===== src/sv/imrb_pkg.sv =====
// Package: register map, operation and status codes for the interrupt/mode register block.
package imrb_pkg;

    typedef enum logic [1:0] {
        FUNC_READ  = 2'd0,
        FUNC_WRITE = 2'd1,
        FUNC_RAISE = 2'd2,
        FUNC_CLEAR = 2'd3
    } t_func;

    typedef enum logic [1:0] {
        STATUS_OK       = 2'd0,
        STATUS_BAD_SIZE = 2'd1,
        STATUS_BAD_ADDR = 2'd2
    } t_status;

    localparam logic [31:0] ADDR_MODE    = 32'h0430_0000;
    localparam logic [31:0] ADDR_VERSION = 32'h0430_0004;
    localparam logic [31:0] ADDR_FLAGS   = 32'h0430_0008;
    localparam logic [31:0] ADDR_MASK    = 32'h0430_000c;

    localparam logic [3:0] GOOD_SIZE = 4'd4;

    localparam int unsigned NUM_SOURCES = 6;
    localparam int unsigned MODE_WIDTH  = 10;
    localparam int unsigned LEN_WIDTH   = 7;

    // mode word bit positions
    localparam int unsigned MODE_INIT_BIT  = 7;
    localparam int unsigned MODE_EBUS_BIT  = 8;
    localparam int unsigned MODE_RDRAM_BIT = 9;

    // mode write command bits
    localparam int unsigned WR_CLR_INIT  = 7;
    localparam int unsigned WR_SET_INIT  = 8;
    localparam int unsigned WR_CLR_EBUS  = 9;
    localparam int unsigned WR_SET_EBUS  = 10;
    localparam int unsigned WR_CLR_DP    = 11;
    localparam int unsigned WR_CLR_RDRAM = 12;
    localparam int unsigned WR_SET_RDRAM = 13;

    // source flag of the display unit
    localparam int unsigned DP_BIT = 5;

    // config register byte offsets
    localparam logic [2:0] CFG_VERSION = 3'd0;

endpackage


===== src/sv/imrb_in_if.sv =====
// Interface: request channel into the interrupt/mode register block.
interface imrb_in_if;
    logic        valid;
    logic        ready;
    logic [1:0]  func;
    logic [3:0]  access_size;
    logic [31:0] bus_address;
    logic [31:0] write_data;
    logic [5:0]  source_bits;

    modport source (
        output valid, func, access_size, bus_address, write_data, source_bits,
        input  ready
    );
    modport sink (
        input  valid, func, access_size, bus_address, write_data, source_bits,
        output ready
    );
endinterface


===== src/sv/imrb_out_if.sv =====
// Interface: result channel out of the interrupt/mode register block.
interface imrb_out_if;
    logic        valid;
    logic        ready;
    logic [31:0] read_data;
    logic [1:0]  status;
    logic        interrupt_line;

    modport source (
        output valid, read_data, status, interrupt_line,
        input  ready
    );
    modport sink (
        input  valid, read_data, status, interrupt_line,
        output ready
    );
endinterface


===== src/sv/interrupt_mode_register_block_top.sv =====
// Top level: interrupt/mode register block with request/result channels and APB config port.
//
//   channel   | dir | handshake        | payload
//   ----------+-----+------------------+----------------------------------------------
//   i_in      | in  | valid/ready      | func, access_size, bus_address, write_data,
//             |     |                  | source_bits
//   o_out     | out | valid/ready      | read_data, status, interrupt_line
//   apb       | in  | psel/penable     | paddr[2:0], pwdata, prdata (version word)
//
// A request is captured in an input register, decoded against the state, and its result
// lands in the output register; one request per cycle is sustained while o_out.ready
// stays high. State updates as a request moves from the input to the output
// register. When the result is not taken, the input register still accepts one more
// request, then i_in.ready drops. Reset (i_rst_n low, synchronous) clears mode, flags,
// mask, version and both valid bits.
module interrupt_mode_register_block_top (
    input  logic        i_clk,
    input  logic        i_rst_n,
    imrb_in_if.sink     i_in,
    imrb_out_if.source  o_out,
    input  logic        psel,
    input  logic        penable,
    input  logic        pwrite,
    input  logic [2:0]  paddr,
    input  logic [31:0] pwdata,
    output logic [31:0] prdata,
    output logic        pready
);

    localparam int unsigned NS = imrb_pkg::NUM_SOURCES;
    localparam int unsigned MW = imrb_pkg::MODE_WIDTH;
    localparam int unsigned LW = imrb_pkg::LEN_WIDTH;

    logic [31:0]   r_version;
    logic [MW-1:0] r_mode;
    logic [NS-1:0] r_flags;
    logic [NS-1:0] r_mask;

    logic          r_in_valid;
    logic [1:0]    r_in_func;
    logic [3:0]    r_in_size;
    logic [31:0]   r_in_addr;
    logic [31:0]   r_in_data;
    logic [NS-1:0] r_in_bits;

    logic          r_out_valid;
    logic [31:0]   r_out_rd;
    logic [1:0]    r_out_st;
    logic          r_out_irq;

    logic [MW-1:0] n_mode;
    logic [NS-1:0] n_flags;
    logic [NS-1:0] n_mask;
    logic [31:0]   n_rd;
    logic [1:0]    n_st;

    logic          advance;
    logic          in_take;
    logic          cfg_wr;

    assign advance  = r_in_valid && (!r_out_valid || o_out.ready);
    assign in_take  = i_in.valid && i_in.ready;
    assign i_in.ready = !r_in_valid || advance;

    assign o_out.valid          = r_out_valid;
    assign o_out.read_data      = r_out_rd;
    assign o_out.status         = r_out_st;
    assign o_out.interrupt_line = r_out_irq;

    assign pready = 1'b1;
    assign cfg_wr = psel && penable && pwrite && (paddr[2] == imrb_pkg::CFG_VERSION[2]);
    assign prdata = (paddr[2] == imrb_pkg::CFG_VERSION[2]) ? r_version : 32'd0;

    always_comb begin
        n_mode  = r_mode;
        n_flags = r_flags;
        n_mask  = r_mask;
        n_rd    = 32'd0;
        n_st    = imrb_pkg::STATUS_OK;
        unique case (imrb_pkg::t_func'(r_in_func))
            imrb_pkg::FUNC_RAISE: begin
                n_flags = r_flags | r_in_bits;
            end
            imrb_pkg::FUNC_CLEAR: begin
                n_flags = r_flags & ~r_in_bits;
            end
            imrb_pkg::FUNC_READ: begin
                if (r_in_size != imrb_pkg::GOOD_SIZE) begin
                    n_st = imrb_pkg::STATUS_BAD_SIZE;
                end else begin
                    unique case (r_in_addr)
                        imrb_pkg::ADDR_MODE:    n_rd = {{(32-MW){1'b0}}, r_mode};
                        imrb_pkg::ADDR_VERSION: n_rd = r_version;
                        imrb_pkg::ADDR_FLAGS:   n_rd = {{(32-NS){1'b0}}, r_flags};
                        imrb_pkg::ADDR_MASK:    n_rd = {{(32-NS){1'b0}}, r_mask};
                        default:                n_st = imrb_pkg::STATUS_BAD_ADDR;
                    endcase
                end
            end
            imrb_pkg::FUNC_WRITE: begin
                if (r_in_size != imrb_pkg::GOOD_SIZE) begin
                    n_st = imrb_pkg::STATUS_BAD_SIZE;
                end else begin
                    unique case (r_in_addr)
                        imrb_pkg::ADDR_MODE: begin
                            // length is replaced; flags take clear then set
                            n_mode[LW-1:0] = r_in_data[LW-1:0];
                            if (r_in_data[imrb_pkg::WR_CLR_INIT])
                                n_mode[imrb_pkg::MODE_INIT_BIT] = 1'b0;
                            if (r_in_data[imrb_pkg::WR_SET_INIT])
                                n_mode[imrb_pkg::MODE_INIT_BIT] = 1'b1;
                            if (r_in_data[imrb_pkg::WR_CLR_EBUS])
                                n_mode[imrb_pkg::MODE_EBUS_BIT] = 1'b0;
                            if (r_in_data[imrb_pkg::WR_SET_EBUS])
                                n_mode[imrb_pkg::MODE_EBUS_BIT] = 1'b1;
                            if (r_in_data[imrb_pkg::WR_CLR_DP])
                                n_flags[imrb_pkg::DP_BIT] = 1'b0;
                            if (r_in_data[imrb_pkg::WR_CLR_RDRAM])
                                n_mode[imrb_pkg::MODE_RDRAM_BIT] = 1'b0;
                            if (r_in_data[imrb_pkg::WR_SET_RDRAM])
                                n_mode[imrb_pkg::MODE_RDRAM_BIT] = 1'b1;
                        end
                        imrb_pkg::ADDR_MASK: begin
                            for (int i = 0; i < NS; i++) begin
                                if (r_in_data[2*i])
                                    n_mask[i] = 1'b0;
                                if (r_in_data[2*i+1])
                                    n_mask[i] = 1'b1;
                            end
                        end
                        imrb_pkg::ADDR_VERSION, imrb_pkg::ADDR_FLAGS: begin
                            // read-only targets, write dropped
                        end
                        default: n_st = imrb_pkg::STATUS_BAD_ADDR;
                    endcase
                end
            end
            default: begin
            end
        endcase
    end

    always_ff @(posedge i_clk) begin
        if (!i_rst_n) begin
            r_version   <= 32'd0;
            r_mode      <= '0;
            r_flags     <= '0;
            r_mask      <= '0;
            r_in_valid  <= 1'b0;
            r_out_valid <= 1'b0;
        end else begin
            if (cfg_wr)
                r_version <= pwdata;

            if (in_take)
                r_in_valid <= 1'b1;
            else if (advance)
                r_in_valid <= 1'b0;

            if (advance) begin
                r_mode      <= n_mode;
                r_flags     <= n_flags;
                r_mask      <= n_mask;
                r_out_valid <= 1'b1;
            end else if (o_out.ready) begin
                r_out_valid <= 1'b0;
            end
        end
    end

    // payload registers, no reset needed
    always_ff @(posedge i_clk) begin
        if (in_take) begin
            r_in_func <= i_in.func;
            r_in_size <= i_in.access_size;
            r_in_addr <= i_in.bus_address;
            r_in_data <= i_in.write_data;
            r_in_bits <= i_in.source_bits;
        end
        if (advance) begin
            r_out_rd  <= n_rd;
            r_out_st  <= n_st;
            r_out_irq <= |(n_flags & n_mask);
        end
    end

endmodule


===== src/flat_wrapper.sv =====
// flat-port wrapper written by rule: the top's interface ports become plain ports
module interrupt_mode_register_block_top_flat 
  (i_clk, i_rst_n, psel, penable, pwrite, paddr, pwdata, prdata, pready, i_in_valid, i_in_func, i_in_access_size, i_in_bus_address, i_in_write_data, i_in_source_bits, i_in_ready, o_out_valid, o_out_read_data, o_out_status, o_out_interrupt_line, o_out_ready);
  imrb_in_if i_in_i ();
  imrb_out_if o_out_i ();
  input  logic i_clk;
  input  logic i_rst_n;
  input  logic psel;
  input  logic penable;
  input  logic pwrite;
  input  logic [2:0] paddr;
  input  logic [31:0] pwdata;
  output logic [31:0] prdata;
  output logic pready;
  input wire logic [$bits(i_in_i.valid)-1:0] i_in_valid;
  input wire logic [$bits(i_in_i.func)-1:0] i_in_func;
  input wire logic [$bits(i_in_i.access_size)-1:0] i_in_access_size;
  input wire logic [$bits(i_in_i.bus_address)-1:0] i_in_bus_address;
  input wire logic [$bits(i_in_i.write_data)-1:0] i_in_write_data;
  input wire logic [$bits(i_in_i.source_bits)-1:0] i_in_source_bits;
  output wire logic [$bits(i_in_i.ready)-1:0] i_in_ready;
  output wire logic [$bits(o_out_i.valid)-1:0] o_out_valid;
  output wire logic [$bits(o_out_i.read_data)-1:0] o_out_read_data;
  output wire logic [$bits(o_out_i.status)-1:0] o_out_status;
  output wire logic [$bits(o_out_i.interrupt_line)-1:0] o_out_interrupt_line;
  input wire logic [$bits(o_out_i.ready)-1:0] o_out_ready;
  assign i_in_i.valid = i_in_valid;
  assign i_in_i.func = i_in_func;
  assign i_in_i.access_size = i_in_access_size;
  assign i_in_i.bus_address = i_in_bus_address;
  assign i_in_i.write_data = i_in_write_data;
  assign i_in_i.source_bits = i_in_source_bits;
  assign i_in_ready = i_in_i.ready;
  assign o_out_valid = o_out_i.valid;
  assign o_out_read_data = o_out_i.read_data;
  assign o_out_status = o_out_i.status;
  assign o_out_interrupt_line = o_out_i.interrupt_line;
  assign o_out_i.ready = o_out_ready;
  interrupt_mode_register_block_top u_core (.i_clk(i_clk), .i_rst_n(i_rst_n), .i_in(i_in_i), .o_out(o_out_i), .psel(psel), .penable(penable), .pwrite(pwrite), .paddr(paddr), .pwdata(pwdata), .prdata(prdata), .pready(pready));
endmodule

===== config.mk =====
export PLATFORM = sky130hd
export DESIGN_NAME = interrupt_mode_register_block_top_flat
export DESIGN_NICKNAME = d
export VERILOG_FILES = /design/src/sv/imrb_pkg.sv /design/src/sv/imrb_in_if.sv /design/src/sv/imrb_out_if.sv /design/src/sv/interrupt_mode_register_block_top.sv /design/src/flat_wrapper.sv
export SDC_FILE = /design/constraint.sdc
export NUM_CORES = 1
export LEC_CHECK = 0
export BUFFER_PORTS_ARGS = -buffer_cell sky130_fd_sc_hd__buf_2
export CORE_MARGIN = 2
export CORE_UTILIZATION = 30
export DETAILED_ROUTE_END_ITERATION = 7
export PLACE_DENSITY_LB_ADDON = 0.08
export SETUP_SLACK_MARGIN = 0.3
export SLEW_MARGIN = 30
export SYNTH_ARGS = -nofsm -noshare
export SYNTH_HDL_FRONTEND = slang
export SYNTH_SLANG_ARGS = --single-unit

===== constraint.sdc =====
create_clock -name i_clk -period 5 [get_ports i_clk]
set_clock_uncertainty 0.05 [all_clocks]
set_input_delay 1 -clock i_clk [delete_from_list [all_inputs] [get_ports i_clk]]
set_output_delay 1 -clock i_clk [all_outputs]
set_load 0.05 [all_outputs]

==> reports/results.txt <==
Post_cts resized = 0
RSZ-0062 raised after global routing = false
CTS tree = done
Final-stage net count = 763
Cells after synthesis = 487
Post-synth EDFFs = 93
Worst-path clk slew = 0.06 ns
Ys async rst share = 0
Critical-path maximum fanout = 15
Seq cells post-synth = 149
Remaining DRCs = 0
Syn Area/Cell = 12.3 um^2
Diode count = 0
First-pass GRT wire length = 22.6 mm
Setup ws final = 1.89 ns
Placer's final routability congestion estimate = 0.785
Hold/Removal Path Class = reg2reg
H-tree depth = 4
Most common cell after layout, fill and taps aside = buf_2
Setup TNS = 0 ns
CTS Buffer Depth = 2
Global route overflow = 0
WP data required = 5.10 ns
CTS Buf Count = 17
Die H = 145 um
Syn_nets = 605
Register area share after synthesis = 0.653
Sequential cell area = 3910 um^2
Most frequent cells in the layout = buf_2, edfxtp_1, nand2_1, dfxtp_1, nor2b_1
Row cnt = 51
DRT iter0 DRCs = 169
Critical path class = reg2reg
Cell Area, Synth = 5990 um^2
Critical Path, Cell by Cell = nand2_1 > or4b_1 > nor4_4 > a21oi_1 > nor4_1 > o211ai_1
WL final = 14.2 mm
# clock sinks = 149
Final period utilization = 0.622
Maxcap violations = 0
Setup WS pre-CTS = 1.82 ns
Starting Density = 0.307
Core Region = 19500 um^2
Clock Latency Late Sink = 0.42 ns
Hold Vio Cnt, Final = 0
Peak VDD IR = 232 uV
Cell with the largest stage delay on the worst path = edfxtp_1
CP max stage delay = 0.81 ns
Die area = 21100 um^2
Clock Tree Root = clkbuf_16
Drt pass-1 iters = 5
Final min period = 3.11 ns
Status = finished, final reports clean
Fillers = 1945
FMAX = 321 MHz
GRT Util Overall = 0.137
Die width = 145 um
Static leakage = 0.00289 uW
Vias per inst = 4.41
Io pins = 188
Vias in the first global route = 4126
Yosys cell types = 45
Post-synth top flop = edfxtp_1
Setup-failing EPs final = 0
Worst Tran Pin Value = 0.773 ns
Relative slew slack = 0.484
Initial antenna violation count = 0
Postcts setup bufs = 0
Critical Path Sink Type = flip-flop
Routed WL per cell = 15.3 um
Synthesis Warnings = 0
Crit start category = flip-flop
Max-slew violation count = 0
Detail Route Antenna Nets = 0
Hold_buf cts = 0
Fraction of layout cells with a size suffix above 1 = 0.342
PD cells = 368 nW/um^2
Port bufs = 166
Detailed-route via count = 4066
DP HPWL = 9.95 mm
Area of the multi-input gates = 1950 um^2
CP arrival = 3.21 ns
Area grow syn2layout = 27.3%
Largest net degree at the start of global routing = 59
## metal layers
layer | part of all wire | vias to the layer above | global-route usage
met2 | 0.45 | 131 | 0.216
met1 | 0.48 | 1870 | 0.180
met5 | 0 | - | 0
li1 | - | 2052 | -
met4 | 0.013 | 0 | 0.0544
met3 | 0.052 | 13 | 0.0368
## cell families after synthesis
logic type	Yosys count	share of synthesized area
buffers and inverters	32	0.0232
other	1	0.000626
muxes	18	0.0351
and+or+nand+nor	207	0.194
AOI/OAI and AO/OA	80	0.0940
DFF	149	0.653
## path summary, 6_finish.rpt
path | start | end | slack, ns | cells past startpoint
worst max-delay path | u_core.r_in_addr[2] | u_core.o_out.interrupt_line | 1.89 | 6
worst min-delay path | u_core.r_version[30] | u_core.r_version[30] | 0.42 | 2
worst max register to register | u_core.r_in_addr[2] | u_core.o_out.interrupt_line | 1.89 | 6
worst min register to register | u_core.r_version[30] | u_core.r_version[30] | 0.42 | 2
## report_power, final
part	switching [uW]	internal, uW
logic	125	63.8
clock network	535	696
registers	31.2	1360
## area by class of cell
class | count | share of cell area
Inverter | 1 | 0.000492
Clock inverter | 15 | 0.0187
Tap cell | 265 | 0.0435
Multi-Input combinational cell | 306 | 0.255
Timing Repair Buffer | 170 | 0.113
Sequential cell | 149 | 0.513
Clock buffer | 17 | 0.0558
## sequential cells by signal, indices dropped and copies added, names as in the netlist
signal	cells
u_core.r_in_data	14
u_core.r_in_bits	6
u_core.r_mode	10
u_core.o_out.read_data	32
u_core.o_out.interrupt_line	1
u_core.r_in_size	4
u_core.r_in_addr	32
u_core.r_flags	6
u_core.o_out.valid	1
u_core.r_in_func	2
u_core.r_in_valid	1
u_core.o_out.status	2
u_core.r_version	32
u_core.r_mask	6
## per-stage QoR
step	total power (uW)	hold slack, ns	cell area [um^2]	util	std cells
floorplan	1530	0.397	5990	-	487
global placement	1610	0.412	7060	0.361	891
detailed placement	1610	0.420	7060	0.361	891
CTS	2850	0.429	7620	0.390	923
global route	2930	0.442	7630	0.391	923
finish	2810	0.423	7630	0.391	923
## worst max-delay path: cells and delay by family (launching register included)
family,cells,cell delay (ns)
AOI/OAI and AO/OA,2,0.32
DFF,1,0.81
and+or+nand+nor,4,1.66
## cell usage after synthesis (4+ instances only)
cell type / n / area [um^2]
edfxtp_1: 93 / 2790
a21boi_0: 35 / 263
mux2_2: 4 / 45.0
a22oi_1: 13 / 97.6
a21oi_1: 15 / 75.1
a31o_2: 5 / 43.8
nor2b_1: 51 / 319
and2_1: 26 / 163
clkbuf_1: 23 / 86.3
nand4_1: 4 / 25.0
o21a_1: 4 / 30.0
a31oi_1: 5 / 31.3
nor2_1: 8 / 30.0
dfxtp_1: 56 / 1120
and3_1: 4 / 25.0
nor4_1: 5 / 31.3
nand2_1: 82 / 308
mux2i_1: 12 / 120
nand3_1: 7 / 35.0
(Power assumes the default switching activity.)
